===== src/rtl/clsc_pkg.sv =====
package clsc_pkg;

   localparam int LINE_COUNT = 256;
   localparam int INDEX_WIDTH = 8;
   localparam int LOCK_WIDTH = 4;
   localparam logic [LOCK_WIDTH-1:0] MAX_LOCKS = 4'd15;

   localparam logic [2:0] OP_READ = 3'd0;
   localparam logic [2:0] OP_WRITE = 3'd1;
   localparam logic [2:0] OP_LOAD_LOCK = 3'd2;
   localparam logic [2:0] OP_FLUSH = 3'd3;
   localparam logic [2:0] OP_FLUSH_INV = 3'd4;
   localparam logic [2:0] OP_FILL = 3'd5;
   localparam logic [2:0] OP_FLUSH_DONE = 3'd6;
   localparam logic [2:0] OP_EVICT = 3'd7;

   localparam logic [2:0] LS_I = 3'd0;
   localparam logic [2:0] LS_E = 3'd1;
   localparam logic [2:0] LS_M = 3'd2;
   localparam logic [2:0] LS_IS = 3'd3;
   localparam logic [2:0] LS_IM = 3'd4;
   localparam logic [2:0] LS_IB = 3'd5;
   localparam logic [2:0] LS_SB = 3'd6;
   localparam logic [2:0] LS_BAD = 3'd7;

   localparam logic [1:0] KIND_WRITE = 2'd1;

   localparam logic [2:0] DN_NONE = 3'd0;
   localparam logic [2:0] DN_FWD_MISS = 3'd1;
   localparam logic [2:0] DN_PUT_CLEAN = 3'd2;
   localparam logic [2:0] DN_PUT_DIRTY = 3'd3;
   localparam logic [2:0] DN_FLUSH = 3'd4;
   localparam logic [2:0] DN_FLUSH_INV = 3'd5;

   localparam logic [1:0] UP_NONE = 2'd0;
   localparam logic [1:0] UP_READ = 2'd1;
   localparam logic [1:0] UP_WRITE = 2'd2;
   localparam logic [1:0] UP_FLUSH = 2'd3;

   localparam logic [2:0] ACC_NONE = 3'd0;
   localparam logic [2:0] ACC_RD_MISS = 3'd1;
   localparam logic [2:0] ACC_RD_HIT = 3'd2;
   localparam logic [2:0] ACC_WR_MISS = 3'd3;
   localparam logic [2:0] ACC_WR_HIT = 3'd4;

   localparam logic [1:0] PF_NONE = 2'd0;
   localparam logic [1:0] PF_HIT = 2'd1;
   localparam logic [1:0] PF_REDUNDANT = 2'd2;
   localparam logic [1:0] PF_EVICTED = 2'd3;

   localparam logic [1:0] ERR_NONE = 2'd0;
   localparam logic [1:0] ERR_STATE = 2'd1;
   localparam logic [1:0] ERR_UNLOCK = 2'd2;
   localparam logic [1:0] ERR_OVERFLOW = 2'd3;

   typedef struct packed {
      logic [2:0] op;
      logic [INDEX_WIDTH-1:0] line_index;
      logic line_present;
      logic [1:0] request_kind;
      logic local_prefetch;
      logic load_link;
      logic store_conditional;
      logic unlock_flag;
      logic request_waiting;
      logic flush_ok;
   } req_type;

   typedef struct packed {
      logic stalled;
      logic [2:0] down_message;
      logic flush_dirty;
      logic [1:0] up_message;
      logic success;
      logic merge_store;
      logic [2:0] access_note;
      logic [1:0] prefetch_note;
      logic waits_for_lock;
      logic [1:0] error;
   } rsp_type;

   typedef struct packed {
      logic [2:0] line_state;
      logic [LOCK_WIDTH-1:0] lock_count;
      logic reservation;
      logic prefetch_mark;
   } rec_type;

endpackage


===== src/rtl/clsc_engine.sv =====
module clsc_engine (
   input clsc_pkg::req_type item,
   input clsc_pkg::rec_type rec,
   input logic writeback_clean,
   output clsc_pkg::rec_type rec_next,
   output clsc_pkg::rsp_type result
);
   import clsc_pkg::*;

   logic do_store;
   logic store_write;
   logic clear_res;
   logic [2:0] eff_state;
   logic [2:0] st;

   assign st = rec.line_state;
   assign eff_state = item.line_present ? st : LS_I;

   always_comb begin
      result = '0;
      rec_next = rec;
      do_store = 1'b0;
      store_write = 1'b0;
      clear_res = 1'b0;
      case (item.op)
         OP_READ: begin
            if (st == LS_I) begin
               result.stalled = 1'b1;
               result.down_message = DN_FWD_MISS;
               result.access_note = ACC_RD_MISS;
               rec_next.line_state = LS_IS;
            end else if (st == LS_E || st == LS_M) begin
               result.access_note = ACC_RD_HIT;
               if (item.local_prefetch) begin
                  result.prefetch_note = PF_REDUNDANT;
               end else begin
                  if (rec.prefetch_mark) begin
                     rec_next.prefetch_mark = 1'b0;
                     result.prefetch_note = PF_HIT;
                  end
                  if (item.load_link) begin
                     rec_next.reservation = 1'b1;
                  end
                  result.up_message = UP_READ;
               end
            end else begin
               result.stalled = 1'b1;
               result.error = ERR_STATE;
            end
         end
         OP_WRITE, OP_LOAD_LOCK: begin
            if (st == LS_I) begin
               result.stalled = 1'b1;
               result.down_message = DN_FWD_MISS;
               result.access_note = ACC_WR_MISS;
               rec_next.line_state = LS_IM;
            end else if (st == LS_E || st == LS_M) begin
               rec_next.line_state = LS_M;
               if (rec.prefetch_mark) begin
                  rec_next.prefetch_mark = 1'b0;
                  result.prefetch_note = PF_HIT;
               end
               do_store = 1'b1;
               store_write = (item.op == OP_WRITE);
               clear_res = 1'b1;
            end else begin
               result.stalled = 1'b1;
               result.error = ERR_STATE;
            end
         end
         OP_FLUSH, OP_FLUSH_INV: begin
            if (eff_state == LS_BAD) begin
               result.stalled = 1'b1;
               result.error = ERR_STATE;
            end else if (eff_state >= LS_IS || item.request_waiting) begin
               result.stalled = 1'b1;
            end else if (eff_state != LS_I && rec.lock_count != '0) begin
               result.up_message = UP_FLUSH;
            end else begin
               result.stalled = 1'b1;
               result.down_message = (item.op == OP_FLUSH) ? DN_FLUSH : DN_FLUSH_INV;
               result.flush_dirty = (eff_state == LS_M);
               if (item.line_present) begin
                  if (item.op == OP_FLUSH) begin
                     rec_next.line_state = (eff_state != LS_I) ? LS_SB : LS_IB;
                  end else begin
                     if (rec.prefetch_mark) begin
                        rec_next.prefetch_mark = 1'b0;
                        result.prefetch_note = PF_EVICTED;
                     end
                     rec_next.line_state = LS_IB;
                  end
               end
            end
         end
         OP_FILL: begin
            if (st == LS_IS) begin
               rec_next.line_state = LS_E;
               result.access_note = ACC_RD_HIT;
               if (item.local_prefetch) begin
                  rec_next.prefetch_mark = 1'b1;
               end else begin
                  if (item.load_link) begin
                     rec_next.reservation = 1'b1;
                  end
                  result.up_message = UP_READ;
               end
            end else if (st == LS_IM) begin
               rec_next.line_state = LS_M;
               do_store = 1'b1;
               store_write = (item.request_kind == KIND_WRITE);
            end else begin
               result.stalled = 1'b1;
               result.error = ERR_STATE;
            end
         end
         OP_FLUSH_DONE: begin
            if (item.line_present && st == LS_BAD) begin
               result.stalled = 1'b1;
               result.error = ERR_STATE;
            end else begin
               if (item.line_present && st == LS_SB) begin
                  rec_next.line_state = LS_E;
               end else if (item.line_present && st == LS_IB) begin
                  rec_next.line_state = LS_I;
                  rec_next.reservation = 1'b0;
               end
               result.up_message = UP_FLUSH;
               result.success = item.flush_ok;
            end
         end
         default: begin
            if (rec.lock_count != '0) begin
               result.stalled = 1'b1;
               result.waits_for_lock = 1'b1;
            end else if (st == LS_I) begin
               result.stalled = 1'b0;
            end else if (st == LS_E || st == LS_M) begin
               if (st == LS_M) begin
                  result.down_message = DN_PUT_DIRTY;
               end else if (writeback_clean) begin
                  result.down_message = DN_PUT_CLEAN;
               end
               rec_next.line_state = LS_I;
               rec_next.reservation = 1'b0;
               if (rec.prefetch_mark) begin
                  rec_next.prefetch_mark = 1'b0;
                  result.prefetch_note = PF_EVICTED;
               end
            end else if (st == LS_BAD) begin
               result.stalled = 1'b1;
               result.error = ERR_STATE;
            end else begin
               result.stalled = 1'b1;
            end
         end
      endcase

      if (do_store) begin
         if (store_write) begin
            result.merge_store = !item.store_conditional || rec.reservation;
            result.success = item.store_conditional && rec.reservation;
            if (clear_res) begin
               rec_next.reservation = 1'b0;
            end
            if (item.unlock_flag) begin
               if (rec.lock_count == '0) begin
                  result.error = ERR_UNLOCK;
               end else begin
                  rec_next.lock_count = rec.lock_count - LOCK_WIDTH'(1);
               end
            end
         end else begin
            if (rec.lock_count >= MAX_LOCKS) begin
               result.error = ERR_OVERFLOW;
               rec_next.lock_count = MAX_LOCKS;
            end else begin
               rec_next.lock_count = rec.lock_count + LOCK_WIDTH'(1);
            end
         end
         result.up_message = UP_WRITE;
         result.access_note = ACC_WR_HIT;
      end
   end

endmodule


===== src/rtl/cache_line_state_controller_unit.sv =====
// Results are registered: a transfer reads the line record memory, and the
// update state modifies the record, writes it back and loads the response; no
// new item is taken until that commit, which waits on a stalled response.
// Reset clears the per-line valid bits, so every line reads as invalid with no
// locks, reservation or prefetch mark; writeback_clean resets to zero.
module cache_line_state_controller_unit (
   input logic clock,
   input logic reset,
   input logic req_valid,
   output logic req_stall,
   input clsc_pkg::req_type req_data,
   output logic rsp_valid,
   input logic rsp_stall,
   output clsc_pkg::rsp_type rsp_data,
   input logic psel,
   input logic penable,
   input logic pwrite,
   input logic [2:0] paddr,
   input logic [31:0] pwdata,
   output logic [31:0] prdata,
   output logic pready
);
   import clsc_pkg::*;

   localparam logic ST_IDLE = 1'b0;
   localparam logic ST_UPDATE = 1'b1;

   logic state_ff;
   logic state_in;
   logic rsp_valid_ff;
   logic rsp_valid_in;
   logic wb_clean_ff;
   logic wb_clean_in;
   logic [LINE_COUNT-1:0] line_valid_ff;
   logic entry_valid_ff;
   req_type item_ff;
   rec_type rd_data_ff;
   rsp_type rsp_ff;
   rec_type rec_mem [LINE_COUNT];

   rec_type cur_rec;
   rec_type new_rec;
   rsp_type new_rsp;
   logic take;
   logic commit;

   assign take = req_valid && !req_stall;
   assign commit = (state_ff == ST_UPDATE) && (!rsp_valid_ff || !rsp_stall);
   assign cur_rec = entry_valid_ff ? rd_data_ff : '0;

   clsc_engine u_engine (
      .item(item_ff),
      .rec(cur_rec),
      .writeback_clean(wb_clean_ff),
      .rec_next(new_rec),
      .result(new_rsp)
   );

   always_comb begin
      state_in = state_ff;
      case (state_ff)
         ST_IDLE: begin
            if (take) begin
               state_in = ST_UPDATE;
            end
         end
         ST_UPDATE: begin
            if (commit) begin
               state_in = ST_IDLE;
            end
         end
         default: begin
            state_in = ST_IDLE;
         end
      endcase
   end

   always_comb begin
      rsp_valid_in = rsp_valid_ff;
      if (commit) begin
         rsp_valid_in = 1'b1;
      end else if (!rsp_stall) begin
         rsp_valid_in = 1'b0;
      end
   end

   always_comb begin
      wb_clean_in = wb_clean_ff;
      if (psel && penable && pwrite && paddr[2] == 1'b0) begin
         wb_clean_in = pwdata[0];
      end
   end

   always_ff @(posedge clock) begin
      if (reset) begin
         state_ff <= ST_IDLE;
         rsp_valid_ff <= 1'b0;
         wb_clean_ff <= 1'b0;
         line_valid_ff <= '0;
      end else begin
         state_ff <= state_in;
         rsp_valid_ff <= rsp_valid_in;
         wb_clean_ff <= wb_clean_in;
         if (commit) begin
            line_valid_ff[item_ff.line_index] <= 1'b1;
         end
      end
   end

   always_ff @(posedge clock) begin
      if (take) begin
         item_ff <= req_data;
         entry_valid_ff <= line_valid_ff[req_data.line_index];
         rd_data_ff <= rec_mem[req_data.line_index];
      end
      if (commit) begin
         rec_mem[item_ff.line_index] <= new_rec;
         rsp_ff <= new_rsp;
      end
   end

   assign req_stall = (state_ff != ST_IDLE);
   assign rsp_valid = rsp_valid_ff;
   assign rsp_data = rsp_ff;
   assign pready = 1'b1;
   assign prdata = (paddr[2] == 1'b0) ? {31'd0, wb_clean_ff} : 32'd0;

endmodule

===== config.mk =====
export PLATFORM = sky130hd
export DESIGN_NAME = cache_line_state_controller_unit
export DESIGN_NICKNAME = d
export VERILOG_FILES = /design/src/rtl/clsc_pkg.sv /design/src/rtl/clsc_engine.sv /design/src/rtl/cache_line_state_controller_unit.sv
export SDC_FILE = /design/constraint.sdc
export NUM_CORES = 2
export LEC_CHECK = 0
export BUFFER_PORTS_ARGS = -buffer_cell sky130_fd_sc_hd__buf_2
export CAP_MARGIN = 20
export CORE_MARGIN = 3
export CORE_UTILIZATION = 47
export DETAILED_ROUTE_END_ITERATION = 8
export GPL_TIMING_DRIVEN = 0
export PLACE_DENSITY_LB_ADDON = 0.08
export SETUP_SLACK_MARGIN = 0.1
export SYNTH_ARGS = -nofsm -noshare
export SYNTH_HDL_FRONTEND = slang
export SYNTH_SLANG_ARGS = --single-unit

===== constraint.sdc =====
create_clock -name clock -period 17.29 [get_ports clock]
set_input_delay 3.458 -clock clock [delete_from_list [all_inputs] [get_ports clock]]
set_output_delay 3.458 -clock clock [all_outputs]
set_load 0.01 [all_outputs]

# Yosys cells after proc, flatten, opt, wreduce, memory -nomap -nowiden
# Memory sizes are Yosys's and may differ from the RTL's. A register that Yosys moved wholly into a read port is not among the register bits.
# Cells that the tools add are included.
# word_totals
register_bits,297
latchBits,0
ram_bits,2304
rom_bits,0
word_cells,226
n_memories,1
# memory_table
name,depth,word_bits,rd,rd_ports_with_merged_regs,wr,line,rtl
rec_mem,256,9,1,1,1,cache_line_state_controller_unit.sv:39,rec_type rec_mem [LINE_COUNT];
# classes
n_addsub,2
n_mul,0
div,0
order_cmp,5
eq_ne,17
n_shift,0
n_mux,140
n_bitwise,4
reduce_logical,32
# op_table
cell,n
256-bit bitwise OR,1
2-bit 2-to-1 mux,38
3-bit 2-to-1 mux,22
1-bit 2-to-1 mux,55
3-bit equality test (second input constant),8
2-bit one-hot mux with 4 select lines,3
4-bit 2-to-1 mux,5
8-bit by 9-bit < comparator with 1-bit output (second input constant),2
3-bit one-hot mux with 3 select lines,2
3-bit by 2-bit equality test with 1-bit output (second input constant),5
5-bit 2-to-1 mux,3
3-bit one-hot mux with 5 select lines,1
6-bit 2-to-1 mux,2
1-bit logical AND,11
9-bit 2-to-1 mux,1
1-bit binary-select mux with 8-bit select,1
1-bit demux with 8-bit select,1
8-bit by 1-bit greater-or-equal comparator with 1-bit output (second input constant),1
1-bit one-hot mux with 4 select lines,2
4-bit OR reduction,2
7-bit OR reduction,1
3-bit by 1-bit equality test with 1-bit output (second input constant),2
3-bit logical NOT,2
1-bit one-hot mux with 2 select lines,3
16 further kinds,26

# Longest topological paths before layout
# depth
word_depth,11
ltp_mapped,12
mapped_depth_nobuf,8

# Hierarchy
# A second synthesis with hierarchy kept.
# hier_totals
cells_unflattened,5355
area_unflattened_um2,101499.8
# by_module_without_submodules
mod,n_inst,cells_per_inst,area_per_inst_um2,seq_area_each_um2
cache_line_state_controller_unit,1,5158,100184.8,75782.7
clsc_engine,1,197,1315.0,0.0

# Worst setup path before layout
# Ideal clock, no wire load.
# synth_path
path_kind,flip-flop to flip-flop
startpoint,register entry_valid_ff
endpoint,memory rec_mem[0][4] in the netlist's numbering (data pin)
t_arrival_ns,11.991
path_slack_ns,2.990
stages_incl_launch_ff,9
n_path_buf,1
synth_period_minus_slack_ns,14.300
path_cell_list,edfxtp_1 -> clkbuf_1 -> nand2_1 -> ha_1 -> nand2_1 -> nand2_1 -> o21ai_0 -> a22oi_1 -> a221oi_1
# synth_lines
element,line,rtl
start: declaration,cache_line_state_controller_unit.sv:35,logic entry_valid_ff;
start signal: assignment,cache_line_state_controller_unit.sv:113,entry_valid_ff <= line_valid_ff[req_data.line_index];
end: declaration,cache_line_state_controller_unit.sv:39,

==> results by group <==
Run status
  – Status: finished, final reports clean

Worst setup path
  – Largest stage delay, worst path: 1.04 ns
  – CP max stage cell: nor2_1
  – Max FO, Critical Path: 10
  – CP arrival: 8.54 ns
  – Reg2reg start: req_stall
  – Reg2reg path depth: 6
  – WP buf/inv: 4
  – Delay-heaviest family, CP: buffers and inverters
  – Reg-to-Reg End: rec_mem[44][2]
  – Critical Path RT: 17.88 ns
  – Setup crit start kind: primary input
  – Reg2reg setup slack: 12.51 ns
  – Setup crit end kind: flip-flop
  – Worst Path Class, Setup: primary input to flip-flop
  – Worst path cell trace: buf_2 > clkinv_1 > nor2_1 > clkbuf_1 > buf_2 > a22oi_1 > nand2_1 > a21oi_1 > a211oi_1
  – Crit-path most repeated cell: buf_2

Timing
  – RSZ-0062 raised after global routing: no
  – Setup TNS: 0 ns
  – Max-slew headroom: 0.1238
  – Slew Limit Fails: 0
  – Crit share post-route: 0.4596
  – Setup WS post-layout: 9.343 ns
  – Final setup fails: 0
  – Fin. Hold Viols: 0
  – Final min period: 7.947 ns
  – Worst slew pin tran: 1.311 ns
  – FMAX: 0.1258 GHz
  – Worst Skew: 0.05370 ns

Yosys
  – Syn Std Cell Area: 0.1023 mm²
  – Top FF cell, synth: edfxtp_1
  – Ys Warns: 0
  – Gate Count Post-Synth: 5359
  – Sequential area share after synthesis: 0.7407
  – Post-synthesis compound-gate area fraction: 0.03902
  – Yosys top cell area share: 0.6900
  – Synth cell count leaders: 2351 x edfxtp_1, 787 x nor2_1, 493 x mux4_2, 259 x dfxtp_1, 161 x mux2i_1
  – Multiplexer share of the synthesized area: 0.1497
  – Largest family of logic cells by synthesized area: multiplexers
  – Most frequent cell after synthesis: edfxtp_1
  – Synth cell types: 89
  – Simple-gate share of the synthesized area: 0.04262
  – Biggest area consumer among synthesized cells: edfxtp_1
  – Post-synth EDFFs: 2351
  – Xor/xnor share of the synthesized area: 0.00008561
  – Average size of a mapped cell: 19.09 µm²
  – Post-synthesis async set-or-reset flop share: 0
  – Yosys reg bits: 2610
  – Main area contributors after synthesis: edfxtp_1 69%, mux4_2 11%, dfxtp_1 5.1%
  – Area share of fa/ha/maj cells after synthesis: 0.0003669

GRT
  – M3 GR Usage: 0.08567
  – Met1 Use GR: 0.4423
  – First-pass GRT wire length: 479200 µm
  – GRT busiest layer: met2
  – GRT Total Usage: 0.3178
  – Largest net degree at the start of global routing: 84
  – Congestion Overflow GR: 0
  – Met2 GRT Util: 0.4700
  – Initial antenna violation count: 24
  – Vias in the first global route: 55587

Placement
  – Post-DP Area: 0.1090 mm²
  – HPWL Detailed: 246600 µm
  – Pre-CTS setup slack: 8.680 ns
  – Port buffer count: 47
  – Placer Congestion: 0.9361

Clocking
  – CTS tree: done
  – Worst-Skew Late Latency: 0.94 ns
  – Clk root buf: clkbuf_16
  – Cts hold-fix bufs: 0
  – Postcts setup bufs: 0
  – PostCTS Resize Cnt: 0
  – Clock Path Buffers: 4
  – H-tree depth: 5
  – CTS clk-pin slew, worst paths: 0.06 ns
  – Num CTS Buffers: 293
  – Clock sink count: 2610

Drt
  – DRC viols: 0
  – Vias: 58438
  – Pre-antenna DRT Iters: 6
  – Final ANT Viol Nets: 0
  – Routed wire length: 356500 µm
  – Wire per inst: 39.40 µm
  – Initial DRC count: 8721
  – DR vias/cell: 6.457

Min path
  – Worst hold endpoint: line_valid_ff[173]
  – HP Class: flip-flop to flip-flop
  – Worst hold stages: 2
  – Worst min-delay path startpoint: line_valid_ff[173]

Pwr
  – Power Dens Cells: 118.3 mW/mm²
  – Leak pwr: 39.12 nW
  – Maximum vdd drop: 0.1088 mV

Floorplanning
  – Core Region: 0.2155 mm²
  – Die H: 472.6 µm
  – Initial core utilization: 0.4748
  – Die width: 472.6 µm
  – Row cnt: 170
  – Full die area: 0.2233 mm²
  – I/O pin count: 114

Cells and area
  – NumNets Final: 6050
  – Share of cells above drive strength 1: 0.2356
  – Layout area overhead: 15.76%
  – Post-route cell area: 0.1184 mm²

Flow run
  – Max cap viols: 0
[metrics by stage]
stage | instances | power [mW] | utilization | hold slack, ns
final | 9050 | 14.01 | 0.5496 | 0.4618
after global routing | 9037 | 14.33 | 0.5495 | 0.4774
after CTS | 8979 | 14.03 | 0.5472 | 0.4638
after detailed placement | 8473 | 8.210 | 0.5060 | 0.4510
after global placement | 8274 | 8.291 | 0.4929 | 0.4404
after floorplan | 5389 | 7.724 | - | 0.4316
[cell families after synthesis]
| group | count (synthesis) |
|---|---|
| AOI/OAI and AO/OA | 564 |
| xor gates and xnor gates | 1 |
| adders and majority gates | 3 |
| buffers and inverters | 352 |
| DFF | 2610 |
| muxes | 757 |
| other | 2 |
| and+or+nand+nor | 1070 |
[worst reg2reg max path, delay by kind of cell (launching register included)]
family	cells	cell delay, ns
AND/OR/NAND/NOR	3	2.62
buffers and inverters	2	1.04
flip-flops	1	0.44
AO/OA/AOI/OAI	1	0.26
[per-layer routing]
layer,part of all wire,routed length [µm]
met1,0.39,138400
met2,0.44,158400
met3,0.11,40530
met4,0.053,19000
met5,0.00043,155
[layout by cell type, fill, tap and decap left out, types with 132 or more instances in the layout]
cell	Yosys	routed
nand2_1	133	133
a22oi_1	133	132
clkbuf_1	111	183
mux4_2	493	493
clkbuf_16	0	298
mux2i_1	161	160
nor2_1	787	786
dfxtp_1	259	259
edfxtp_1	2351	2351
buf_4	50	149
[cell type report]
class | instances | area [µm²]
sequential | 2610 | 75780
timing repair buffer | 301 | 3413
inverter | 14 | 52.55
clock buffer | 401 | 7984
clock inverter | 105 | 882.1
tap | 2838 | 3551
fill | 16765 | 97040
buffer | 338 | 2778
multi-input combinational | 2427 | 23950
antenna | 16 | 40.04
[state kept, by name (all words and copies together), names as in the netlist]
name and cells:
rd_data_ff 9, rsp_valid 1, req_stall 1, wb_clean_ff 1, rec_mem 2304, rsp_data 17
entry_valid_ff 1, item_ff 20, line_valid_ff 256
[worst max path at each step]
stage                   startpoint              to  slack, ns  depth (start not counted)
floorplan           entry_valid_ff   rec_mem[0][4]       2.99                          8
global placement     rd_data_ff[8]  rec_mem[88][4]     -12.35                          5
detailed placement    req_data[11]   rd_data_ff[1]       8.68                          9
CTS                   req_data[11]   rd_data_ff[1]       9.67                          9
global route          req_data[11]   rd_data_ff[6]       9.55                          9
finish                req_data[11]   rd_data_ff[6]       9.34                          9
[where the power goes]
group | switching, mW | internal, mW | leakage [nW]
Combinational | 0.757 | 0.318 | 11.2
Clock | 2.47 | 3.44 | 4.32
Sequential | 0.00893 | 7.01 | 23.6
Total | 3.23 | 10.8 | 39.1
Note: power is estimated with default switching activity, not from simulation.
